### config.mk
export PLATFORM = sky130hd
export DESIGN_NAME = dns_message_record_walker_top
export DESIGN_NICKNAME = d
export VERILOG_FILES = /design/src/design/dmrw_pkg.sv /design/src/design/dmrw_parser.sv /design/src/design/dmrw_queue.sv /design/src/design/dns_message_record_walker_top.sv
export SDC_FILE = /design/constraint.sdc
export NUM_CORES = 1
export LEC_CHECK = 0
export BUFFER_PORTS_ARGS = -buffer_cell sky130_fd_sc_hd__buf_2
export CORE_ASPECT_RATIO = 1.5
export CORE_MARGIN = 3
export CORE_UTILIZATION = 30
export DETAILED_ROUTE_END_ITERATION = 8
export HOLD_SLACK_MARGIN = 0.02
export SYNTH_ARGS = -nofsm -noshare
export SYNTH_HDL_FRONTEND = slang
export SYNTH_SLANG_ARGS = --single-unit
### constraint.sdc
create_clock -name clk -period 15.7 [get_ports clk]
set_input_delay 3.14 -clock clk [delete_from_list [all_inputs] [get_ports clk]]
set_output_delay 3.14 -clock clk [all_outputs]
set_load 0.01 [all_outputs]
### src/design/dmrw_pkg.sv
// ----------------------------------------------------------------------------
// dmrw_pkg
// Types and constants shared by the DNS message record walker modules.
// ----------------------------------------------------------------------------
package dmrw_pkg;

  typedef struct packed {
    logic [7:0] data_byte;
    logic       end_of_frame;
  } in_item_t;

  typedef struct packed {
    logic        kind;
    logic [1:0]  section;
    logic [15:0] record_type;
    logic [15:0] record_class;
    logic [31:0] time_to_live;
    logic [15:0] rdata_length;
    logic [11:0] name_length;
    logic [11:0] record_offset;
    logic        is_query;
    logic        is_truncated;
    logic [1:0]  status;
    logic        last;
  } out_item_t;

  typedef struct packed {
    logic rec_vld;
    logic frm_vld;
  } wr_ctl_t;

  localparam logic [2:0] PH_HEADER  = 3'd0;
  localparam logic [2:0] PH_NAME    = 3'd1;
  localparam logic [2:0] PH_LABEL   = 3'd2;
  localparam logic [2:0] PH_POINTER = 3'd3;
  localparam logic [2:0] PH_FIXED   = 3'd4;
  localparam logic [2:0] PH_RDATA   = 3'd5;
  localparam logic [2:0] PH_DONE    = 3'd6;
  localparam logic [2:0] PH_HALT    = 3'd7;

  localparam logic [1:0] ST_OK      = 2'd0;
  localparam logic [1:0] ST_EARLY   = 2'd1;
  localparam logic [1:0] ST_RECLIM  = 2'd2;
  localparam logic [1:0] ST_TOOLONG = 2'd3;

  localparam logic [15:0] FLAG_RESPONSE = 16'h8000;
  localparam logic [15:0] FLAG_TRUNC    = 16'h0200;
  localparam int          HDR_BYTES     = 12;
  localparam logic [3:0]  RR_FIXED      = 4'd10;
  localparam logic [3:0]  Q_FIXED       = 4'd4;

endpackage

### src/design/dmrw_parser.sv
// ----------------------------------------------------------------------------
// dmrw_parser
// Front end: walks header, names, fixed parts and rdata one byte per cycle while take is high.
// ----------------------------------------------------------------------------
module dmrw_parser #(
  parameter int MAX_FRAME_BYTES = 4096,
  parameter int MAX_RECORDS     = 128
) (
  input  logic                clk,
  input  logic                rst_n,
  input  logic                take,
  input  dmrw_pkg::in_item_t  item,
  output dmrw_pkg::wr_ctl_t   wr,
  output dmrw_pkg::out_item_t rec,
  output dmrw_pkg::out_item_t frm
);
  import dmrw_pkg::*;

  localparam int BPW = $clog2(MAX_FRAME_BYTES + 1);
  localparam int RSW = $clog2(MAX_RECORDS + 1);

  logic [BPW-1:0] bp_r, bp_nxt;
  logic [15:0]    hdr_r [5];
  logic [15:0]    hdr_nxt [5];
  logic [15:0]    left_r, left_nxt;
  logic [1:0]     sect_r, sect_nxt;
  logic [2:0]     ph_r, ph_nxt;
  logic [15:0]    skip_r, skip_nxt;
  logic [63:0]    shift_r, shift_nxt;
  logic [3:0]     fcnt_r, fcnt_nxt;
  logic [BPW-1:0] rstart_r, rstart_nxt;
  logic [RSW-1:0] seen_r, seen_nxt;
  logic [1:0]     err_r, err_nxt;

  logic           want_begin, want_start, found;
  logic [2:0]     from_s;
  logic [3:0]     need;
  logic [2:0]     hidx;
  logic [15:0]    rdlen;

  always_comb begin
    bp_nxt = bp_r; left_nxt = left_r; sect_nxt = sect_r; ph_nxt = ph_r;
    skip_nxt = skip_r; shift_nxt = shift_r; fcnt_nxt = fcnt_r;
    rstart_nxt = rstart_r; seen_nxt = seen_r; err_nxt = err_r;
    for (int k = 0; k < 5; k++) hdr_nxt[k] = hdr_r[k];
    want_begin = 1'b0; want_start = 1'b0; found = 1'b0; from_s = 3'd0;
    need = (sect_r == 2'd0) ? Q_FIXED : RR_FIXED;
    hidx = 3'(bp_r[3:1] - 3'd1);
    rdlen = 16'd0;
    wr = '0; rec = '0; frm = '0;

    if (take) begin
      if (ph_nxt != PH_HALT && bp_r >= BPW'(MAX_FRAME_BYTES)) begin
        if (err_nxt == ST_OK) err_nxt = ST_TOOLONG;
        ph_nxt = PH_HALT;
      end
      if (ph_nxt != PH_HALT) begin
        bp_nxt = bp_r + 1'b1;
        case (ph_r)
          PH_HEADER: begin
            if (bp_r >= BPW'(2) && bp_r <= BPW'(HDR_BYTES - 1))
              hdr_nxt[hidx] = {hdr_r[hidx][7:0], item.data_byte};
            if (bp_r >= BPW'(HDR_BYTES - 1)) begin
              want_begin = 1'b1; from_s = 3'd0;
            end
          end
          PH_NAME: begin
            if (item.data_byte == 8'd0) begin
              ph_nxt = PH_FIXED; shift_nxt = '0; fcnt_nxt = '0; skip_nxt = '0;
            end else if (item.data_byte[7:6] == 2'b11) begin
              ph_nxt = PH_POINTER;
            end else begin
              skip_nxt = {8'd0, item.data_byte}; ph_nxt = PH_LABEL;
            end
          end
          PH_LABEL: begin
            skip_nxt = skip_r - 1'b1;
            if (skip_nxt == 16'd0) ph_nxt = PH_NAME;
          end
          PH_POINTER: begin
            ph_nxt = PH_FIXED; shift_nxt = '0; fcnt_nxt = '0; skip_nxt = '0;
          end
          PH_FIXED: begin
            if (fcnt_r < 4'd8) shift_nxt = {shift_r[55:0], item.data_byte};
            else skip_nxt = {skip_r[7:0], item.data_byte};
            fcnt_nxt = fcnt_r + 1'b1;
            if (fcnt_nxt >= need) begin
              wr.rec_vld = 1'b1;
              rec.section = sect_r;
              if (sect_r == 2'd0) begin
                rec.record_type  = shift_nxt[31:16];
                rec.record_class = shift_nxt[15:0];
              end else begin
                rdlen = skip_nxt;
                rec.record_type  = shift_nxt[63:48];
                rec.record_class = shift_nxt[47:32];
                rec.time_to_live = shift_nxt[31:0];
                rec.rdata_length = rdlen;
              end
              rec.name_length   = 12'(bp_nxt) - 12'(need) - 12'(rstart_r);
              rec.record_offset = 12'(rstart_r);
              seen_nxt = seen_r + 1'b1;
              if (rdlen != 16'd0) ph_nxt = PH_RDATA;
              else begin
                left_nxt = left_r - 1'b1;
                if (left_nxt == 16'd0) begin
                  want_begin = 1'b1; from_s = 3'(sect_r) + 3'd1;
                end else want_start = 1'b1;
              end
            end
          end
          PH_RDATA: begin
            skip_nxt = skip_r - 1'b1;
            if (skip_nxt == 16'd0) begin
              left_nxt = left_r - 1'b1;
              if (left_nxt == 16'd0) begin
                want_begin = 1'b1; from_s = 3'(sect_r) + 3'd1;
              end else want_start = 1'b1;
            end
          end
          default: ;
        endcase

        // first non-empty section at or after from_s
        if (want_begin) begin
          for (int s = 0; s < 4; s++) begin
            if (!found && 3'(s) >= from_s && hdr_nxt[s+1] != 16'd0) begin
              found = 1'b1; sect_nxt = 2'(s); left_nxt = hdr_nxt[s+1];
            end
          end
          if (found) want_start = 1'b1;
          else ph_nxt = PH_DONE;
        end
        if (want_start) begin
          if (seen_nxt >= RSW'(MAX_RECORDS)) begin
            err_nxt = ST_RECLIM; ph_nxt = PH_HALT;
          end else begin
            ph_nxt = PH_NAME; rstart_nxt = bp_nxt; skip_nxt = '0;
            shift_nxt = '0; fcnt_nxt = '0;
          end
        end
      end

      if (item.end_of_frame) begin
        wr.frm_vld = 1'b1;
        frm.kind = 1'b1;
        frm.last = 1'b1;
        frm.is_query = ((hdr_nxt[0] & FLAG_RESPONSE) == 16'd0);
        frm.is_truncated = ((hdr_nxt[0] & FLAG_TRUNC) != 16'd0);
        if (err_nxt != ST_OK) frm.status = err_nxt;
        else if (ph_nxt == PH_DONE) frm.status = ST_OK;
        else frm.status = ST_EARLY;
        bp_nxt = '0; left_nxt = '0; sect_nxt = '0; ph_nxt = PH_HEADER;
        skip_nxt = '0; shift_nxt = '0; fcnt_nxt = '0; rstart_nxt = '0;
        seen_nxt = '0; err_nxt = ST_OK;
        for (int k = 0; k < 5; k++) hdr_nxt[k] = '0;
      end
    end
  end

  always_ff @(posedge clk) begin
    if (!rst_n) begin
      bp_r <= '0; left_r <= '0; sect_r <= '0; ph_r <= PH_HEADER;
      skip_r <= '0; shift_r <= '0; fcnt_r <= '0; rstart_r <= '0;
      seen_r <= '0; err_r <= ST_OK;
      for (int k = 0; k < 5; k++) hdr_r[k] <= '0;
    end else begin
      bp_r <= bp_nxt; left_r <= left_nxt; sect_r <= sect_nxt; ph_r <= ph_nxt;
      skip_r <= skip_nxt; shift_r <= shift_nxt; fcnt_r <= fcnt_nxt;
      rstart_r <= rstart_nxt; seen_r <= seen_nxt; err_r <= err_nxt;
      for (int k = 0; k < 5; k++) hdr_r[k] <= hdr_nxt[k];
    end
  end

endmodule

### src/design/dmrw_queue.sv
// ----------------------------------------------------------------------------
// dmrw_queue
// Back end: result queue taking up to two results per cycle, in order.
// ----------------------------------------------------------------------------
module dmrw_queue (
  input  logic                clk,
  input  logic                rst_n,
  input  dmrw_pkg::wr_ctl_t   wr,
  input  dmrw_pkg::out_item_t rec,
  input  dmrw_pkg::out_item_t frm,
  output logic                no_room,
  output logic                empty,
  input  logic                pop,
  output dmrw_pkg::out_item_t head
);
  import dmrw_pkg::*;

  out_item_t  mem_r [4];
  logic [1:0] wp_r, wp_nxt, rp_r, rp_nxt;
  logic [2:0] cnt_r, cnt_nxt;
  logic       do_pop;

  assign empty   = (cnt_r == 3'd0);
  assign no_room = (cnt_r >= 3'd3);
  assign head    = mem_r[rp_r];
  assign do_pop  = pop && !empty;

  always_comb begin
    wp_nxt  = wp_r + 2'(wr.rec_vld) + 2'(wr.frm_vld);
    rp_nxt  = rp_r + 2'(do_pop);
    cnt_nxt = cnt_r + 3'(wr.rec_vld) + 3'(wr.frm_vld) - 3'(do_pop);
  end

  always_ff @(posedge clk) begin
    if (wr.rec_vld) mem_r[wp_r] <= rec;
    if (wr.frm_vld) mem_r[wp_r + 2'(wr.rec_vld)] <= frm;
  end

  always_ff @(posedge clk) begin
    if (!rst_n) begin
      wp_r <= '0; rp_r <= '0; cnt_r <= '0;
    end else begin
      wp_r <= wp_nxt; rp_r <= rp_nxt; cnt_r <= cnt_nxt;
    end
  end

endmodule

### src/design/dns_message_record_walker_top.sv
// a result is registered in the queue and shows on out_data once at the queue head
// throughput: one byte per cycle while full is low; parser state is registered
// and a frame byte yields at most two results into a four-entry queue
// full rises while fewer than two queue entries are free
// reset: synchronous active-low rst_n clears parser state and the queue
// ----------------------------------------------------------------------------
// dns_message_record_walker_top
// Walks DNS message records byte by byte and reports record and frame results.
// ----------------------------------------------------------------------------
module dns_message_record_walker_top #(
  parameter int MAX_FRAME_BYTES = 4096,
  parameter int MAX_RECORDS     = 128
) (
  input  logic                clk,
  input  logic                rst_n,
  input  logic                push,
  output logic                full,
  input  dmrw_pkg::in_item_t  in_data,
  output logic                empty,
  input  logic                pop,
  output dmrw_pkg::out_item_t out_data
);
  import dmrw_pkg::*;

  wr_ctl_t   wr;
  out_item_t rec, frm;
  logic      no_room;

  // byte transfer when the queue can absorb both possible results
  assign full = no_room;

  // front: header capture, label skipping, fixed-field assembly
  dmrw_parser #(
    .MAX_FRAME_BYTES(MAX_FRAME_BYTES),
    .MAX_RECORDS(MAX_RECORDS)
  ) u_parser (
    .clk(clk), .rst_n(rst_n), .take(push && !no_room), .item(in_data),
    .wr(wr), .rec(rec), .frm(frm)
  );

  // back: ordered result queue toward the consumer
  dmrw_queue u_queue (
    .clk(clk), .rst_n(rst_n), .wr(wr), .rec(rec), .frm(frm),
    .no_room(no_room), .empty(empty), .pop(pop), .head(out_data)
  );

endmodule

==> impl_metrics.ini <==
[outcome]
outcome = completed

[cells_and_area]
final_core_util = 0.3399
regArea_mm2 = 0.01352
multi_input_area_mm2 = 0.01558
final_nets = 2928
layout_commonest_cell = dfxtp_1
area_growth_syn_to_layout_pct = 12.38
fill_cells = 10050
final_cell_mix = 642 x dfxtp_1, 455 x a22o_1, 253 x nor2_1
drive_above_1_share = 0.1667

[power_and_ir_drop]
internal_power_mw = 2.680
clock_power_share = 0.408
power_density_mw_per_mm2 = 109.4
combPwrFrac = 0.124
seq_power_share = 0.468
netSwitchingFraction = 0.2795
leakage_nw = 12.52
p_switching_mw = 1.040
ir_drop_uv = 93.14

[global_routing]
grt-ovfl-total = 0
grt_busiest_layer = met2
grt_use_total = 0.1755
grt_max_degree = 74
grt_use_met1 = 0.2162
antenna_found_initial = 9
grt_pass1_vias = 23720
groute.layer.met2.usage = 0.3090
grt_pass1_wl_um = 146400
met3_usage = 0.02246

[synth]
synth_top_cell_by_area = dfxtp_1
synth_seq_cells = 665
seq_area_frac_synth = 0.4466
synthArstFlopShare = 0
yosysWarnings = 0
synth_edf_count = 20
netlist_area_mm2 = 0.03026
ys_types = 81
synth_area_leaders = dfxtp_1 43%, a22o_1 13%, mux4_2 11%
synth_top_area_frac = 0.4267
synth_ff_type = dfxtp_1
syn_inst = 2885
synth.net_count = 2943
syn_avg_cell_area_um2 = 10.49

[timing]
worst_slew_pin_slew_ps = 1456
setup_viol = 0
fin_setup_tns_ps = 0
fin_skew_ps = 23.41
max_freq_mhz = 147.4
hold_viol = 0
finalCritPeriodShare = 0.4322
relSlewSlack = 0.01934
rsz0062_at_grt = false
drv_slew = 0
fin_crit_ps = 6785

[drt]
viasPerCell = 5.708
drcViolationCount = 0
detail_route.wl_per_cell_um = 22.55
vias = 24110
finalWirelength_um = 95250
drt_iter0_drc = 2026
first_pass_iters = 5
postRouteAntennaNets = 0

[cts]
clkTransAtPathRegs_ps = 70
cts_tree = done
clkLatencyLatePin_ps = 650
numCtsBuffers = 61
cts-root-buf = clkbuf_16
cts.sinks = 665
postCtsSetupBuffers = 0
clockBufferDepth = 3
hold_buffers = 0
cts_resized = 0
h-tree-depth = 2

[critical_path]
critPathRequiredTime_ps = 16280
cp_slowest_cell = buf_4
end_kind = register
path_max_fanout = 68
r2r_slack_ps = 9050
critical_path_buf_inv_count = 5
path_cells = buf_2, and2_1, nand3_1, inv_1, ha_1, xor2_1, nand3_1, inv_1, a31oi_4, buf_4, buf_4, a22o_1
slowest_delay_ps = 740
cp.arrival_ps = 7360
startpoint_type = primary input
path_class = in -> reg
crit_family = buffers and inverters

[die]
die_h_um = 395.0
initial_core_util = 0.3025
dieArea_mm2 = 0.1048
core_area_mm2 = 0.1000
boundaryPins = 127
die_w_um = 265.3
rows = 142

[placed_design]
gp_congestion = 0.9202
port-buffer-count = 126
hpwl_um = 62700

[job]
drv_cap = 0

[min_path]
hold_path_class = reg -> reg
-- tightest hold or removal path, cell delays in order, from the launching register on --
cell and delay (ps):
dfxtp_1 320, nand2_1 40, o21ai_0 50
-- cells in the mapped netlist (all sizes together) (17+ instances only) --
cell type,instances
ha,40
nor2,254
nand3,42
clkbuf,167
nand4,17
o21ai,115
mux2i,99
nor3,48
mux4,146
a21oi,76
nand2,171
edfxtp,20
nor4,38
a22o,455
a211oi,17
xnor2,34
a22oi,91
inv,64
dfxtp,645
o211ai,19
buf,85
-- cells by family (layout without fill, tap and decap cells) --
group | after synthesis | count (layout) | share of synthesized area
buf+inv | 316 | 352 | 0.04243
simple gates | 670 | 670 | 0.1043
xor+xnor | 50 | 50 | 0.01447
compound gates | 878 | 878 | 0.2250
flops | 665 | 665 | 0.4466
mux | 261 | 261 | 0.1474
other cells | 0 | 7 | 0
fa+ha+maj | 45 | 45 | 0.01985
-- per-stage QoR --
step | power [mW] | setup WS, ps | instances | cell area (um^2) | hold slack (ps)
5_1_grt | 3.845 | 8602 | 4220 | 33990 | 473.9
3_3_place_gp | 2.237 | 8303 | 4103 | 31960 | 429.4
6_report | 3.719 | 8915 | 4224 | 34000 | 451.7
3_5_place_dp | 2.238 | 8252 | 4103 | 31960 | 438.5
4_1_cts | 3.750 | 8938 | 4217 | 33990 | 454.6
2_1_floorplan | 2.089 | 9621 | 2885 | 30260 | 419.8
-- power by group through the flow --
stage | combinational (mW) | sequential [mW] | clock (mW)
floorplan | 0.338 | 1.75 | 0
global placement | 0.458 | 1.78 | 0
detailed placement | 0.460 | 1.78 | 0
CTS | 0.462 | 1.74 | 1.55
global route | 0.493 | 1.74 | 1.61
finish | 0.462 | 1.74 | 1.52
-- worst paths after layout --
| kind | start | to | cells after the start |
|---|---|---|---|
| worst max-delay path | push | u_queue.mem_r[3][43]$_SDFFE_PP0P_ | 12 |
| worst min-delay path | u_queue.mem_r[2][109]$_SDFFE_PP0P_ | u_queue.mem_r[2][109]$_SDFFE_PP0P_ | 2 |
| worst max register to register | u_parser.sect_r[0]$_SDFFE_PN0P_ | u_queue.mem_r[3][43]$_SDFFE_PP0P_ | 19 |
| worst min register to register | u_queue.mem_r[2][109]$_SDFFE_PP0P_ | u_queue.mem_r[2][109]$_SDFFE_PP0P_ | 2 |
-- routing by layer --
metal / vias up / part of all wire
met3: 201 / 0.047
met1: 12170 / 0.41
met5: - / 0.00014
li1: 10920 / -
met4: 2 / 0.042
met2: 818 / 0.50
-- state kept, by name, indices dropped and copies added, names as in the netlist --
register and cells:
u_parser.fcnt_r 4, u_parser.sect_r 2, u_parser.err_r 2, u_parser.shift_r 64, u_parser.bp_r 13, u_queue.mem_r 444
u_parser.left_r 16, u_parser.rstart_r 12, u_queue.wp_r 2, u_parser.ph_r 3, u_queue.rp_r 2, u_queue.cnt_r 3
u_parser.seen_r 8, u_parser.skip_r 16, u_parser.hdr_r 74
-- area by class of cell --
| type | count | share of cell area |
|---|---|---|
| Clock buffer | 83 | 0.05177 |
| Tap cell | 1296 | 0.04769 |
| Sequential cell | 665 | 0.3977 |
| Inverter | 64 | 0.007102 |
| Clock inverter | 31 | 0.007691 |
| Multi-Input combinational cell | 1904 | 0.4583 |
| Timing Repair Buffer | 174 | 0.02914 |
| Antenna cell | 7 | 0.0005152 |
Power figures use the tool's default switching activity.
